$ cat config.mk
export PLATFORM = sky130hd
export DESIGN_NAME = signed_int_to_custom_radix_text_flat
export DESIGN_NICKNAME = d
export VERILOG_FILES = /design/src/rtl/sirt_pkg.sv /design/src/rtl/sirt_in_if.sv /design/src/rtl/sirt_out_if.sv /design/src/rtl/sirt_ram.sv /design/src/rtl/sirt_dp.sv /design/src/rtl/sirt_ctrl.sv /design/src/rtl/signed_int_to_custom_radix_text.sv /design/src/flat_wrapper.sv
export SDC_FILE = /design/constraint.sdc
export NUM_CORES = 2
export LEC_CHECK = 0
export ABC_AREA = 1
export BUFFER_PORTS_ARGS = -buffer_cell sky130_fd_sc_hd__buf_2
export CAP_MARGIN = 20
export CORE_ASPECT_RATIO = 0.8
export CORE_MARGIN = 4
export CORE_UTILIZATION = 45
export DETAILED_ROUTE_END_ITERATION = 10
export HOLD_SLACK_MARGIN = 0.15
export PLACE_DENSITY_LB_ADDON = 0.25
export SLEW_MARGIN = 30
export SYNTH_ARGS = -nofsm -noshare
export SYNTH_HDL_FRONTEND = slang
export SYNTH_SLANG_ARGS = --single-unit
$ cat constraint.sdc
create_clock -name clk_i -period 29.7 [get_ports clk_i]
set_clock_uncertainty 0.05 [all_clocks]
set_input_delay 2.97 -clock clk_i [delete_from_list [all_inputs] [get_ports clk_i]]
set_output_delay 2.97 -clock clk_i [all_outputs]
set_load 0.01 [all_outputs]
$ cat src/rtl/sirt_pkg.sv
// Shared constants, codes and command/status types for the custom-radix text converter.
`timescale 1ns / 1ps

package sirt_pkg;

  // Alphabet storage and conversion sizes.
  localparam int ALPHABET_DEPTH = 256;
  localparam int MAX_DIGITS     = 32;
  localparam int MIN_SYMBOLS    = 2;
  localparam int NUM_W          = 32;
  localparam int SYM_W          = 8;
  localparam int ADDR_W         = $clog2(ALPHABET_DEPTH);
  localparam int COUNT_W        = $clog2(ALPHABET_DEPTH) + 1;
  localparam int DEPTH_W        = $clog2(MAX_DIGITS) + 1;
  localparam int STACK_AW       = $clog2(MAX_DIGITS);

  // The divider retires this many quotient bits per cycle.
  localparam int DIV_BITS  = 8;
  localparam int DIV_STEPS = NUM_W / DIV_BITS;
  localparam int STEP_W    = $clog2(DIV_STEPS);

  // Reserved symbol bytes.
  localparam logic [SYM_W-1:0] SYM_PLUS  = 8'h2B;
  localparam logic [SYM_W-1:0] SYM_MINUS = 8'h2D;

  // Input action codes; the fourth code is ignored.
  typedef enum logic [1:0] {
    ACT_START   = 2'd0,
    ACT_APPEND  = 2'd1,
    ACT_CONVERT = 2'd2
  } action_e;

  // Commands from the controller to the datapath.
  typedef struct packed {
    logic load;
    logic conv_start;
    logic div_step;
    logic look;
    logic store;
    logic emit;
  } ctrl_cmd_t;

  // Status from the datapath to the controller.
  typedef struct packed {
    logic alpha_ok;
    logic mag_zero;
    logic out_free;
    logic emit_final;
  } dp_status_t;

endpackage

$ cat src/rtl/sirt_in_if.sv
// Input channel: one action beat with symbol and number payload.
`timescale 1ns / 1ps

interface sirt_in_if;
  logic        valid;
  logic        ready;
  logic [1:0]  action;
  logic [7:0]  symbol;
  logic signed [31:0] number;

  modport source (output valid, output action, output symbol, output number, input ready);
  modport sink   (input valid, input action, input symbol, input number, output ready);
endinterface

$ cat src/rtl/sirt_out_if.sv
// Output channel: one character beat with a last mark.
`timescale 1ns / 1ps

interface sirt_out_if;
  logic       valid;
  logic       ready;
  logic [7:0] character;
  logic       last;

  modport source (output valid, output character, output last, input ready);
  modport sink   (input valid, input character, input last, output ready);
endinterface

$ cat src/rtl/sirt_ram.sv
// Generic single-write, single-read RAM with registered read data.
`timescale 1ns / 1ps

module sirt_ram #(
  parameter int WIDTH = 8,
  parameter int DEPTH = 256
) (
  input  logic                     clk_i,
  input  logic                     we_i,
  input  logic [$clog2(DEPTH)-1:0] waddr_i,
  input  logic [WIDTH-1:0]         wdata_i,
  input  logic                     re_i,
  input  logic [$clog2(DEPTH)-1:0] raddr_i,
  output logic [WIDTH-1:0]         rdata_o
);

  logic [WIDTH-1:0] mem_q [DEPTH];
  logic [WIDTH-1:0] rdata_q;

  // Write port and registered read port.
  always_ff @(posedge clk_i) begin
    if (we_i) begin
      mem_q[waddr_i] <= wdata_i;
    end
    if (re_i) begin
      rdata_q <= mem_q[raddr_i];
    end
  end

  assign rdata_o = rdata_q;

endmodule

$ cat src/rtl/sirt_dp.sv
// Datapath: alphabet tables, radix divider, digit stack and output register.
`timescale 1ns / 1ps

module sirt_dp (
  input  logic                     clk_i,
  input  logic                     rst_ni,
  input  sirt_pkg::ctrl_cmd_t      cmd_i,
  input  logic [1:0]               action_i,
  input  logic [sirt_pkg::SYM_W-1:0] symbol_i,
  input  logic signed [sirt_pkg::NUM_W-1:0] number_i,
  input  logic                     out_ready_i,
  output logic                     out_valid_o,
  output logic [sirt_pkg::SYM_W-1:0] out_char_o,
  output logic                     out_last_o,
  output sirt_pkg::dp_status_t     status_o
);
  import sirt_pkg::*;

  logic [ALPHABET_DEPTH-1:0] seen_q, seen_d, seen_base;
  logic [COUNT_W-1:0]        count_q, count_d, count_base;
  logic                      bad_q, bad_d, bad_base;
  logic                      ram_we;
  logic [SYM_W-1:0]          ram_rdata;

  logic [NUM_W-1:0]          mag_q, mag_d;
  logic [SYM_W-1:0]          rem_q, rem_d;
  logic                      neg_pend_q;
  logic [DEPTH_W-1:0]        depth_q;
  logic [SYM_W-1:0]          stack_q [MAX_DIGITS];
  logic [STACK_AW-1:0]       rd_idx;

  logic                      out_valid_q;
  logic [SYM_W-1:0]          out_char_q;
  logic                      out_last_q;

  // Alphabet load: start clears the set, then the symbol is checked and appended.
  always_comb begin
    if (action_i == ACT_START) begin
      seen_base  = '0;
      count_base = '0;
      bad_base   = 1'b0;
    end else begin
      seen_base  = seen_q;
      count_base = count_q;
      bad_base   = bad_q;
    end
    seen_d  = seen_q;
    count_d = count_q;
    bad_d   = bad_q;
    ram_we  = 1'b0;
    if (cmd_i.load) begin
      seen_d  = seen_base;
      count_d = count_base;
      bad_d   = bad_base;
      if (!bad_base) begin
        if (seen_base[symbol_i] || symbol_i == SYM_PLUS || symbol_i == SYM_MINUS) begin
          bad_d = 1'b1;
        end else if (count_base >= COUNT_W'(ALPHABET_DEPTH)) begin
          bad_d = 1'b1;
        end else begin
          seen_d[symbol_i] = 1'b1;
          ram_we           = 1'b1;
          count_d          = count_base + COUNT_W'(1);
        end
      end
    end
  end

  always_ff @(posedge clk_i or negedge rst_ni) begin
    if (!rst_ni) begin
      seen_q  <= '0;
      count_q <= '0;
      bad_q   <= 1'b0;
    end else begin
      seen_q  <= seen_d;
      count_q <= count_d;
      bad_q   <= bad_d;
    end
  end

  // Symbol store, written at the fill position and read by digit value.
  sirt_ram #(
    .WIDTH (SYM_W),
    .DEPTH (ALPHABET_DEPTH)
  ) u_alpha_ram (
    .clk_i   (clk_i),
    .we_i    (ram_we),
    .waddr_i (count_base[ADDR_W-1:0]),
    .wdata_i (symbol_i),
    .re_i    (cmd_i.look),
    .raddr_i (rem_q[ADDR_W-1:0]),
    .rdata_o (ram_rdata)
  );

  // One divider step: DIV_BITS restoring shift-subtract bits by the radix.
  always_comb begin
    logic [SYM_W:0]   trial;
    logic [SYM_W-1:0] r;
    logic [NUM_W-1:0] m;
    r = rem_q;
    m = mag_q;
    for (int i = 0; i < DIV_BITS; i++) begin
      trial = {r, m[NUM_W-1]};
      m     = {m[NUM_W-2:0], 1'b0};
      if (trial >= count_q) begin
        trial = trial - count_q;
        m[0]  = 1'b1;
      end
      r = trial[SYM_W-1:0];
    end
    mag_d = m;
    rem_d = r;
  end

  assign rd_idx = depth_q[STACK_AW-1:0] - STACK_AW'(1);

  // Conversion registers: magnitude, remainder, sign and digit stack.
  always_ff @(posedge clk_i or negedge rst_ni) begin
    if (!rst_ni) begin
      neg_pend_q <= 1'b0;
      depth_q    <= '0;
    end else begin
      if (cmd_i.conv_start) begin
        neg_pend_q <= number_i[NUM_W-1];
        depth_q    <= '0;
      end else if (cmd_i.store) begin
        depth_q <= depth_q + DEPTH_W'(1);
      end else if (cmd_i.emit) begin
        if (neg_pend_q) begin
          neg_pend_q <= 1'b0;
        end else begin
          depth_q <= depth_q - DEPTH_W'(1);
        end
      end
    end
  end

  always_ff @(posedge clk_i) begin
    if (cmd_i.conv_start) begin
      mag_q <= number_i[NUM_W-1] ? (NUM_W'(0) - NUM_W'(number_i)) : NUM_W'(number_i);
      rem_q <= '0;
    end else if (cmd_i.div_step) begin
      mag_q <= mag_d;
      rem_q <= rem_d;
    end else if (cmd_i.store) begin
      rem_q <= '0;
    end
    if (cmd_i.store) begin
      stack_q[depth_q[STACK_AW-1:0]] <= ram_rdata;
    end
  end

  // Output register: the minus sign first, then digits from the top of the stack.
  always_ff @(posedge clk_i or negedge rst_ni) begin
    if (!rst_ni) begin
      out_valid_q <= 1'b0;
    end else if (cmd_i.emit) begin
      out_valid_q <= 1'b1;
    end else if (out_ready_i) begin
      out_valid_q <= 1'b0;
    end
  end

  always_ff @(posedge clk_i) begin
    if (cmd_i.emit) begin
      if (neg_pend_q) begin
        out_char_q <= SYM_MINUS;
        out_last_q <= 1'b0;
      end else begin
        out_char_q <= stack_q[rd_idx];
        out_last_q <= (depth_q == DEPTH_W'(1));
      end
    end
  end

  assign out_valid_o = out_valid_q;
  assign out_char_o  = out_char_q;
  assign out_last_o  = out_last_q;

  assign status_o.alpha_ok   = !bad_q && (count_q >= COUNT_W'(MIN_SYMBOLS));
  assign status_o.mag_zero   = (mag_q == '0);
  assign status_o.out_free   = !out_valid_q || out_ready_i;
  assign status_o.emit_final = !neg_pend_q && (depth_q == DEPTH_W'(1));

endmodule

$ cat src/rtl/sirt_ctrl.sv
// Controller: sequences loads, digit division, symbol lookup and character output.
`timescale 1ns / 1ps

module sirt_ctrl (
  input  logic                 clk_i,
  input  logic                 rst_ni,
  input  logic                 in_valid_i,
  input  logic [1:0]           in_action_i,
  output logic                 in_ready_o,
  input  sirt_pkg::dp_status_t status_i,
  output sirt_pkg::ctrl_cmd_t  cmd_o
);
  import sirt_pkg::*;

  typedef enum logic [2:0] {
    ST_IDLE,
    ST_DIV,
    ST_LOOK,
    ST_STORE,
    ST_EMIT
  } state_e;

  state_e            state_q;
  logic [STEP_W-1:0] step_q;
  logic              in_fire;
  logic              is_load;
  logic              is_conv;

  assign in_ready_o = (state_q == ST_IDLE);
  assign in_fire    = in_valid_i && in_ready_o;
  assign is_load    = (in_action_i == ACT_START) || (in_action_i == ACT_APPEND);
  assign is_conv    = (in_action_i == ACT_CONVERT);

  // Command decode from the current state.
  always_comb begin
    cmd_o            = '0;
    cmd_o.load       = in_fire && is_load;
    cmd_o.conv_start = in_fire && is_conv && status_i.alpha_ok;
    cmd_o.div_step   = (state_q == ST_DIV);
    cmd_o.look       = (state_q == ST_LOOK);
    cmd_o.store      = (state_q == ST_STORE);
    cmd_o.emit       = (state_q == ST_EMIT) && status_i.out_free;
  end

  // State register and divider step count.
  always_ff @(posedge clk_i or negedge rst_ni) begin
    if (!rst_ni) begin
      state_q <= ST_IDLE;
      step_q  <= '0;
    end else begin
      unique case (state_q)
        ST_IDLE: begin
          step_q <= '0;
          if (in_fire && is_conv && status_i.alpha_ok) begin
            state_q <= ST_DIV;
          end
        end
        ST_DIV: begin
          step_q <= step_q + STEP_W'(1);
          if (step_q == STEP_W'(DIV_STEPS - 1)) begin
            state_q <= ST_LOOK;
          end
        end
        ST_LOOK: begin
          state_q <= ST_STORE;
        end
        ST_STORE: begin
          step_q  <= '0;
          state_q <= status_i.mag_zero ? ST_EMIT : ST_DIV;
        end
        ST_EMIT: begin
          if (status_i.out_free && status_i.emit_final) begin
            state_q <= ST_IDLE;
          end
        end
        default: begin
          state_q <= ST_IDLE;
        end
      endcase
    end
  end

endmodule

$ cat src/rtl/signed_int_to_custom_radix_text.sv
// Top level of the signed integer to custom-radix text converter.
//
//  channel   | dir | fields                          | beat
//  ----------+-----+---------------------------------+-------------------------------
//  data_i    | in  | action[1:0] symbol[7:0] number  | one load or convert request
//  result_o  | out | character[7:0] last             | one output character
//
// A load beat is taken while idle. A convert of a value with D digits is
// accepted while idle, then per digit runs the divider steps of eight bits
// each, one symbol-store read and one stack write, then sends D characters
// (plus a minus sign first for a negative value) as the output side takes them.
// Reset clears the symbol set, count and invalid flag at once; the symbol store
// needs no clearing. A stalled result holds the output register and the
// character sequencer; data_i is ready only between conversions.
`timescale 1ns / 1ps

module signed_int_to_custom_radix_text (
  input  logic              clk_i,
  input  logic              rst_ni,
  sirt_in_if.sink           data_i,
  sirt_out_if.source        result_o
);
  import sirt_pkg::*;

  ctrl_cmd_t  cmd;
  dp_status_t status;
  logic       in_ready;

  sirt_ctrl u_ctrl (
    .clk_i       (clk_i),
    .rst_ni      (rst_ni),
    .in_valid_i  (data_i.valid),
    .in_action_i (data_i.action),
    .in_ready_o  (in_ready),
    .status_i    (status),
    .cmd_o       (cmd)
  );

  sirt_dp u_dp (
    .clk_i       (clk_i),
    .rst_ni      (rst_ni),
    .cmd_i       (cmd),
    .action_i    (data_i.action),
    .symbol_i    (data_i.symbol),
    .number_i    (data_i.number),
    .out_ready_i (result_o.ready),
    .out_valid_o (result_o.valid),
    .out_char_o  (result_o.character),
    .out_last_o  (result_o.last),
    .status_o    (status)
  );

  assign data_i.ready = in_ready;

  // A character that is not the last one is always followed by another beat.
  assert property (@(posedge clk_i) disable iff (!rst_ni)
    result_o.valid && result_o.ready && !result_o.last |=> result_o.valid)
    else $error("character sequence broken before its last beat");

  // New requests are taken only after the previous number is fully emitted.
  assert property (@(posedge clk_i) disable iff (!rst_ni)
    data_i.ready |-> !result_o.valid || result_o.last)
    else $error("request accepted while a number is still being emitted");

  // An accepted convert on a valid alphabet blocks the input on the next cycle.
  assert property (@(posedge clk_i) disable iff (!rst_ni)
    data_i.valid && data_i.ready && data_i.action == ACT_CONVERT && status.alpha_ok
    |=> !data_i.ready)
    else $error("convert did not start the conversion sequence");

  // A load leaves the controller idle, so the input stays open after it.
  assert property (@(posedge clk_i) disable iff (!rst_ni)
    cmd.load |=> data_i.ready)
    else $error("load beat stalled the input");

endmodule

$ cat src/flat_wrapper.sv
// flat-port wrapper written by rule: the top's interface ports become plain ports
module signed_int_to_custom_radix_text_flat import sirt_pkg::*;
  (clk_i, rst_ni, data_i_valid, data_i_action, data_i_symbol, data_i_number, data_i_ready, result_o_valid, result_o_character, result_o_last, result_o_ready);
  sirt_in_if data_i_i ();
  sirt_out_if result_o_i ();
  input  logic clk_i;
  input  logic rst_ni;
  input wire logic [$bits(data_i_i.valid)-1:0] data_i_valid;
  input wire logic [$bits(data_i_i.action)-1:0] data_i_action;
  input wire logic [$bits(data_i_i.symbol)-1:0] data_i_symbol;
  input wire logic [$bits(data_i_i.number)-1:0] data_i_number;
  output wire logic [$bits(data_i_i.ready)-1:0] data_i_ready;
  output wire logic [$bits(result_o_i.valid)-1:0] result_o_valid;
  output wire logic [$bits(result_o_i.character)-1:0] result_o_character;
  output wire logic [$bits(result_o_i.last)-1:0] result_o_last;
  input wire logic [$bits(result_o_i.ready)-1:0] result_o_ready;
  assign data_i_i.valid = data_i_valid;
  assign data_i_i.action = data_i_action;
  assign data_i_i.symbol = data_i_symbol;
  assign data_i_i.number = data_i_number;
  assign data_i_ready = data_i_i.ready;
  assign result_o_valid = result_o_i.valid;
  assign result_o_character = result_o_i.character;
  assign result_o_last = result_o_i.last;
  assign result_o_i.ready = result_o_ready;
  signed_int_to_custom_radix_text u_core (.clk_i(clk_i), .rst_ni(rst_ni), .data_i(data_i_i), .result_o(result_o_i));
endmodule
==> impl_metrics.toml <==
[outcome]
status = "finished, final reports clean"

[setup_path]
path_class = "reg2reg"
crit_family = "simple AND/OR/NAND/NOR gates"
end_kind = "flip-flop"
critPathBufInv = 13
start_kind = "flip-flop"
cp_slowest_cell = "dfrtp_1"
cp_common_cell = "nand2_1"
worstPathMaxFanout = 15
worstPathRequired_ns = 30.37
cp_data_arrival_time_ns = 17.36
cp_slowest_stage_delay_ns = 0.73

[logic_synthesis]
synth_warnings = 0
synth_seq_cells = 2640
synth_top_area_frac = 0.636
ys.flop_type = "edfxtp_1"
synth_area_per_cell_sq_um = 11.5
ys_seq_area_frac = 0.701
ys_async_sr_fraction = 0.106
synth_top_area_cell = "edfxtp_1"
syn_nets = 9822
synthCells = 9685
netlist_area_sq_mm = 0.111
synth_cell_type_count = 50
synthTopCellsByArea = "edfxtp_1, o21ai_0, nor2_1"
synth_edf_count = 2353

[floorplanning]
row_count = 162
fp.dieArea_sq_mm = 0.255
dieWidth_um = 563
ios = 57
core_area_sq_mm = 0.245
die_h_um = 452
start_util = 0.454

[finish]
final_layout_size_suffix_gt1_frac = 0.0665
fillers = 21400
syn2layout_area_growth_pct = 10.6
fin_nets = 9655

[routing]
routed_via_density = 5.98
first_iter_violations = 10700
drtPass1Iterations = 8
num_vias = 77800
wl_per_cell_um = 25.1
wirelength_um = 327000
drcViolationCount = 0
ant_nets = 0

[cts]
root_buffer = "clkbuf_16"
cts_buffers = 273
cts_tree = "yes"
clk_path_buf_depth = 4
h-tree-depth = 5
post_cts_resized = 0
holdBufCountCts = 0
postCtsSetupBuffers = 0
clk_pin_slew_ns = 0.06
clk-insertion-delay-late_ns = 0.89
cts.sinks = 2640

[global_routing]
grt_first_pass_wirelength_um = 483000
grt_pass1_vias = 72700
grt_max_degree = 178
grtUsageMet3 = 0.0527
overflow = 0
busiest_layer = "met1"
antenna_found_initial = 13
use_met1 = 0.371
grt_usage = 0.248
met2_usage = 0.362

[sta]
hold_viol_final = 0
fin_crit_sh = 0.562
drv_slew = 0
fmax_mhz = 59.9
rsz0062_at_grt = "no"
post-route-min-period_ns = 16.69
finalSetupViolations = 0
setup_tns_ns = 0
worst_slew_pin_slew_ns = 1.07
slew_headroom = 0.286

[placed_design]
portBuffers = 56
gp_congestion = 0.885
dp_hpwl_um = 189000

[flow_run]
maxCapViolCount = 0

[worst_hold_path]
hold_path_class = "reg2reg"
worst register-to-register path, delay by kind of cell, from the launching register on:
kind | cells | cell delay [ns]
AO/OA/AOI/OAI | 17 | 4.32
adder cells (fa/ha/maj) | 8 | 2.87
buffers and inverters | 13 | 2.77
flip-flops | 1 | 0.73
AND/OR/NAND/NOR | 39 | 5.82
area by class of cell:
cell class	instances	area [sq um]	share of cell area
multi-input cells	6046	29500	0.240
inverters	355	1360	0.0111
repair buffers	202	1710	0.0139
well taps	3280	4100	0.0334
clock buffers	359	7450	0.0606
diodes	5	12.5	0.000102
clock inverters	116	843	0.00687
flip-flops and latches	2640	77800	0.634
final timing paths:
| check | start | to | slack, ns | depth (start not counted) |
|---|---|---|---|---|
| setup / recovery | u_core.u_dp.count_q[1]$_DFFE_PN0P_ | u_core.u_dp.rem_q[7]$_SDFFE_PP0P_ | 13.01 | 77 |
| hold / removal | u_core.u_dp.seen_q[33]$_DFFE_PN0P_ | u_core.u_dp.seen_q[33]$_DFFE_PN0P_ | 0.43 | 2 |
| setup reg to reg | u_core.u_dp.count_q[1]$_DFFE_PN0P_ | u_core.u_dp.rem_q[7]$_SDFFE_PP0P_ | 13.01 | 77 |
| hold reg to reg | u_core.u_dp.seen_q[33]$_DFFE_PN0P_ | u_core.u_dp.seen_q[33]$_DFFE_PN0P_ | 0.43 | 2 |
| max in group asynchronous | rst_ni | u_core.u_dp.depth_q[0]$_DFFE_PN0P_ | 26.46 | 2 |
| min in group asynchronous | rst_ni | u_core.u_dp.seen_q[195]$_DFFE_PN0P_ | 1.97 | 1 |
synthesized netlist by cell type, drive strengths merged, types with 2 or more instances:
master / number
o31ai: 48
buf: 84
dfrtp: 279
o211ai: 15
dfxtp: 8
a31oi: 12
o21bai: 5
nand3: 283
nand4: 19
o221ai: 45
o22ai: 789
clkinv: 4
nor4: 12
ha: 83
o21ai: 1669
o21a: 2
clkbuf: 560
nor2: 1882
xor2: 48
xnor2: 25
inv: 351
and3: 4
a21o: 2
and2: 6
fa: 8
a311oi: 4
or2: 14
a21oi: 101
nor3: 45
a21boi: 3
o2111ai: 2
edfxtp: 2353
nand2: 908
nand3b: 7
kinds of logic after synthesis:
family	Yosys count	share of synthesized area
adder cells (fa/ha/maj)	91	0.0108
flip-flops	2640	0.701
XOR/XNOR	73	0.00576
AO/OA/AOI/OAI	2701	0.134
AND/OR/NAND/NOR	3181	0.114
buffers and inverters	999	0.0349
cells in the final DEF (no fill, tap or decap), types with 7 or more instances in the layout:
cell and n:
nor2_1 1854, o21ai_0 1640, buf_12 13, xnor2_1 25
nor3_1 42, o22ai_1 789, bufinv_16 10, nor2_2 25
buf_2 47, inv_1 338, edfxtp_1 2353, nor4_1 12
xor2_1 47, clkbuf_1 68, a21oi_1 101, a31oi_1 11
or2_2 14, fa_1 8, buf_4 123, nand3b_1 7
nand4_1 19, clkbuf_8 8, nand2_1 885, dfrtp_1 278
nand3_1 278, clkinv_2 31, nand2_2 22, inv_2 8
clkinv_1 62, o31ai_1 48, o21ai_1 29, buf_8 11
o211ai_1 15, ha_1 83, clkbuf_16 283, o221ai_1 45
routing by layer:
metal / part of all wire / routed length [um]
met1: 0.42 / 139000
met2: 0.44 / 142000
met3: 0.11 / 35000
met4: 0.032 / 10600
met5: 0.00020 / 65
registers in the layout, summed over array words and instances, names as in the netlist:
name / flops
u_core.u_dp.u_alpha_ram.mem_q: 2048
u_core.u_dp.depth_q: 6
u_core.u_dp.bad_q: 1
u_core.u_dp.out_valid_o: 1
u_core.u_dp.out_last_o: 1
u_core.u_ctrl.state_q: 3
u_core.u_dp.out_char_o: 8
u_core.u_dp.neg_pend_q: 1
u_core.u_dp.u_alpha_ram.rdata_o: 8
u_core.u_dp.count_q: 9
u_core.u_dp.seen_q: 256
u_core.u_dp.mag_q: 32
u_core.u_ctrl.step_q: 2
u_core.u_dp.stack_q: 256
u_core.u_dp.rem_q: 8
through the flow:
| step | hold WS (ns) | worst slack, ns | instances | area (sq um) | utilization |
|---|---|---|---|---|---|
| 3_5_place_dp | 0.414 | 12.71 | 12500 | 114000 | 0.468 |
| 4_1_cts | 0.430 | 12.71 | 13000 | 123000 | 0.502 |
| 2_1_floorplan | 0.394 | 17.44 | 9685 | 111000 | - |
| 5_1_grt | 0.449 | 11.32 | 13000 | 123000 | 0.502 |
| 3_3_place_gp | 0.410 | 12.78 | 12500 | 114000 | 0.467 |
| 6_report | 0.429 | 13.01 | 13000 | 123000 | 0.502 |
Power is not shown: default switching activity piles up to over one toggle a cycle in this logic, so the estimate is an artifact.
